### config.mk
export PLATFORM = sky130hd
export DESIGN_NAME = apr_ram
export DESIGN_NICKNAME = d
export VERILOG_FILES = /design/src/rtl/aging_page_replacement_defines.svh /design/src/rtl/apr_ram.sv
export SDC_FILE = /design/constraint.sdc
export NUM_CORES = 1
export LEC_CHECK = 0
export BUFFER_PORTS_ARGS = -buffer_cell sky130_fd_sc_hd__buf_4
export CAP_MARGIN = 20
export CORE_MARGIN = 1.5
export CORE_UTILIZATION = 46
export DETAILED_ROUTE_END_ITERATION = 6
export PLACE_DENSITY_LB_ADDON = 0.12
export SLEW_MARGIN = 20
export SYNTH_ARGS = -nofsm -noshare
export SYNTH_HDL_FRONTEND = slang
export SYNTH_SLANG_ARGS = --single-unit
### constraint.sdc
create_clock -name clk -period 2.3 [get_ports clk]
set_input_delay 0.23 -clock clk [delete_from_list [all_inputs] [get_ports clk]]
set_output_delay 0.23 -clock clk [all_outputs]
set_load 0.005 [all_outputs]
### src/rtl/aging_page_replacement_defines.svh
// Assertion macros for the aging page replacement block.
// Used by the top level; no other dependencies.
`ifndef AGING_PAGE_REPLACEMENT_DEFINES_SVH
`define AGING_PAGE_REPLACEMENT_DEFINES_SVH
`ifndef SYNTH
// Same-cycle implication, checked at every rising edge outside reset.
`define APR_ASSERT(lbl, clk, rstn, ante, cons) \
  lbl: assert property (@(posedge clk) disable iff (!rstn) (ante) |-> (cons)) \
    else $error("aging page replacement assertion failed");
// Next-cycle implication.
`define APR_ASSERT_NEXT(lbl, clk, rstn, ante, cons) \
  lbl: assert property (@(posedge clk) disable iff (!rstn) (ante) |=> (cons)) \
    else $error("aging page replacement assertion failed");
`else
`define APR_ASSERT(lbl, clk, rstn, ante, cons)
`define APR_ASSERT_NEXT(lbl, clk, rstn, ante, cons)
`endif
`endif

### src/rtl/apr_ram.sv
// Generic simple dual-port RAM with registered read data.
// No dependencies.
module apr_ram #(
  parameter int WIDTH = 8,
  parameter int DEPTH = 64
) (
  input  logic                     clk,
  input  logic                     we,
  input  logic [$clog2(DEPTH)-1:0] waddr,
  input  logic [WIDTH-1:0]         wdata,
  input  logic [$clog2(DEPTH)-1:0] raddr,
  output logic [WIDTH-1:0]         rdata
);
  logic [WIDTH-1:0] mem [DEPTH];

  always_ff @(posedge clk) begin
    if (we) begin
      mem[waddr] <= wdata;
    end
    rdata <= mem[raddr];
  end
endmodule

# Word-level counts from Yosys, hierarchy flattened

Memories as Yosys holds them, arrays and structs flattened. A register that Yosys moved wholly into a read port is not among the register bits.
Cells that the tools add are included.

Memory bits (read-only): 0
Logic and storage cells: 3
Latch bits: 0
Input port bits: 22
Memories kept: 1
Output and inout bits: 8
Register bits: 0
Bits in writable memories: 512

Memories:

| name | depth | bits a word | read ports | clocked after memory_dff | write ports | RTL line      | RTL |
|---|---|---|---|---|---|---|---|
| mem  | 64    | 8           | 1          | 1                        | 1           | apr_ram.sv:14 | `logic [WIDTH-1:0] mem [DEPTH];` |

Mux-type cells: 2
Shifts and indexed selects: 0
Order comparisons: 0
Eq/ne operators: 0
Add/sub/neg operators: 0
$mul: 0
Reductions and logical operators: 0
Div/mod/pow operators: 0
Bitwise operators: 0

Operators with widths:

| operator         | number |
|---|---|
| 2-to-1 mux 1 bit | 2 |

# Logic depth before layout (Yosys ltp)

Depth after elaboration: 2
Mapped depth: 9
Mapped depth without buffers: 5

# Worst setup path before layout

OpenSTA, ideal clock, no wires.

Path type: in2reg
From: input port raddr[1]
To: register rdata[3] (read register of mem)
Buffers on the path: 3
Setup slack: 402 ps
Library setup time: 128 ps
Stages on the path: 7
Required time: 2172 ps
Arrival: 1770 ps
Path through: buf_4 buf_2 buf_2 mux4_2 mux4_2 o21ai_1 o41ai_1

RTL lines:

| what               | RTL line      | RTL |
|---|---|---|
| start: declaration | apr_ram.sv:11 | `input logic [$clog2(DEPTH)-1:0] raddr,` |
| end: declaration   | apr_ram.sv:12 | `output logic [WIDTH-1:0] rdata` |

==> metrics.txt <==
status=completed; initial DRC count=913; NetSw=4.19 mW; Synth cell types=40; ant diodes=0; top-area cell type share of the netlist area=0.762; Slew Limit Fails=0; sequential power share=0.519; vias=9851; area leader, netlist=edfxtp_1; fillers=3322; Comb pwr share=0.052; Synth-to-Final Area Change=16.9%; Critical Path RT=2760 ps; Post-Syn Area=20200 um^2; critical path type=reg2reg; WP data arrival=2540 ps; Die X=212 um; Syn Nets=962; layout cells sized above 1=0.319; endpoints failing hold=0; Non-Filler Instances=1723; Layout Skew=11.6 ps; Int Power=16.1 mW; DRC=0; max frequency=482 MHz; grt total ovfl=0; Main synth FF type=edfxtp_1; adder and majority gate portion of the synthesized area=0; sequential area share after synthesis=0.770; Slowest cell on crit path=mux4_2; Post-synth EDFFs=512; post-layout net count=1116; Syn Inst Count=940; Register Area=15500 um^2; CTS tree=yes; largest family of logic cells by synthesized area=multiplexers; critical path endpoint category=register; Synth Area in Compound Gates=0.0207; Hold WC Path Type=in2reg; largest net degree at the start of global routing=65; postcts setup bufs=0; Final Setup Violations=0; Root Buffer=clkbuf_16; Synth area leaders=edfxtp_1, mux4_2, nor2_1; Pleak=7.60 nW; dpl cells=1622; post-route ant nets=0; H-tree levels=2; Power, Total=20.3 mW; Worst-Margin Slew=780 ps; post-place setup slack=-158 ps; maximum vdd drop=0.591 mV; footprint of the multi-input gates=4320 um^2; XOR/XNOR Fraction of Synth Area=0; vias in the first global route=10100; PwrDens=861 nW/um^2; GP Congestion=0.821; mux share of post-synthesis cell area=0.159; design area=23600 um^2; drt first pass iters=5; input/output buffers=29; DP HPWL=29600 um; Initial Util=0.467; setup ws final=227 ps; WL final=47600 um; Clock Power Share=0.429; DR WL/cell=27.6 um; vias per inst=5.72; GRT Util Overall=0.220; I/O pins=30; Min Hold Slack=112 ps; CTS max path bufs=3; Max-Cap Viols=0; first-pass GRT wire length=69600 um; number of clock sinks=520; CP max FO=1; Synth Area per Inst=21.5 um^2; fin crit period=2070 ps; Critical Path Max Stage Delay=480 ps; Synth Area in Simple Gates=0.0339; initial antenna violation count=1; Slew headroom=0.480; core area=43200 um^2; Async SR Flop Fraction=0; die height=212 um; register bit total from synthesis=520; switch share=0.207; RSZ-0062 raised after global routing=no; crit start category=register; Rows=76; CTS clk-pin slew, worst paths=60 ps; Ys Warns=0; latest clock arrival within the worst-skew pair=600 ps; die area=45100 um^2; placed instance area=21800 um^2; period utilization=0.901; total CTS buffers=54; crit path cell chain=mux4_2, mux2_2, o221a_2, nor3_1, buf_4, o32ai_1
[final timing paths]
| kind | startpoint | end | slack, ps | depth (start not counted) |
|---|---|---|---|---|
| setup / recovery | mem[29][4] | rdata[4] | 230 | 6 |
| hold / removal | raddr[4] | rdata[0] | 110 | 3 |
| setup reg to reg | mem[29][4] | rdata[4] | 230 | 6 |
| hold reg to reg | mem[26][6] | rdata[6] | 850 | 3 |
[metal layers]
| metal | vias to the layer above | wire, um | track usage | part of all wire |
|---|---|---|---|---|
| met5 | - | 0 | 0 | 0 |
| met4 | 0 | 1040 | 0.0611 | 0.022 |
| met3 | 65 | 3020 | 0.0456 | 0.063 |
| li1 | 4241 | - | - | - |
| met1 | 5243 | 20800 | 0.315 | 0.44 |
| met2 | 302 | 22700 | 0.347 | 0.48 |
[Yosys cell counts (7+ instances only)]
| library cell | count |
|---|---|
| o22ai_1 | 8 |
| nand2_1 | 19 |
| edfxtp_1 | 512 |
| mux2i_1 | 23 |
| nor2_1 | 83 |
| mux4_2 | 126 |
| buf_4 | 13 |
| o221ai_1 | 8 |
| nor3_1 | 7 |
| buf_2 | 11 |
| dfxtp_1 | 8 |
| clkbuf_1 | 17 |
| nand2b_1 | 7 |
| nand3_1 | 13 |
| nor2b_1 | 14 |
| mux2_2 | 13 |
[power groups by stage]
stage,Combinational (mW),Sequential (mW),Clock (mW)
finish,1.06,10.5,8.70
global route,1.14,10.5,9.24
CTS,1.08,10.5,8.90
detailed placement,1.08,10.7,0
global placement,1.06,10.7,0
floorplan,0.559,10.7,0
[critical path, delay by kind of cell (launching register included)]
family,cells,cell delay [ps]
multiplexers,2,750
AO/OA/AOI/OAI,2,390
buffers and inverters,1,170
flip-flops,1,360
AND/OR/NAND/NOR,1,260
[cells by family after synthesis]
family | count (synthesis)
flip-flops | 520
multiplexers | 162
AO/OA/AOI/OAI | 54
AND/OR/NAND/NOR | 153
buffers and inverters | 51
[area by class of cell]
type	instances	share of cell area
timing repair buffer	149	0.0521
sequential	520	0.659
clock inverter	30	0.0124
multi-input combinational	369	0.183
tap	585	0.0310
clock buffer	70	0.0626
[state kept, by name, summed over array words and instances (netlist names)]
signal	flops
mem	512
rdata	8
[timing repair]
action                    in CTS  in global routing
hold endpoints to repair       3                  0
hold buffers                   1                  0
gates resized for setup        0                  0
[cells in the final DEF (no fill, tap or decap), drive strengths merged, types with 4 or more instances in the layout]
cell type | netlist | routed
nand2b | 7 | 7
nand2 | 19 | 19
nor3 | 7 | 7
o22ai | 8 | 8
nor2b | 14 | 14
a211oi | 4 | 4
buf | 34 | 147
mux4 | 126 | 126
edfxtp | 512 | 512
a221oi | 6 | 6
mux2i | 23 | 23
nand3 | 13 | 13
nor2 | 83 | 83
mux2 | 13 | 13
clkinv | 0 | 21
clkbuf | 17 | 71
o21ai | 4 | 4
dfxtp | 8 | 8
bufinv | 0 | 6
o221ai | 8 | 8
[through the flow]
stage / setup TNS (ps) / util
detailed placement: -167 / 0.505
CTS: 0 / 0.546
finish: 0 / 0.546
floorplan: 0 / -
global placement: -155 / 0.505
global route: 0 / 0.546
No activity file was read; power rests on OpenSTA's default activity.
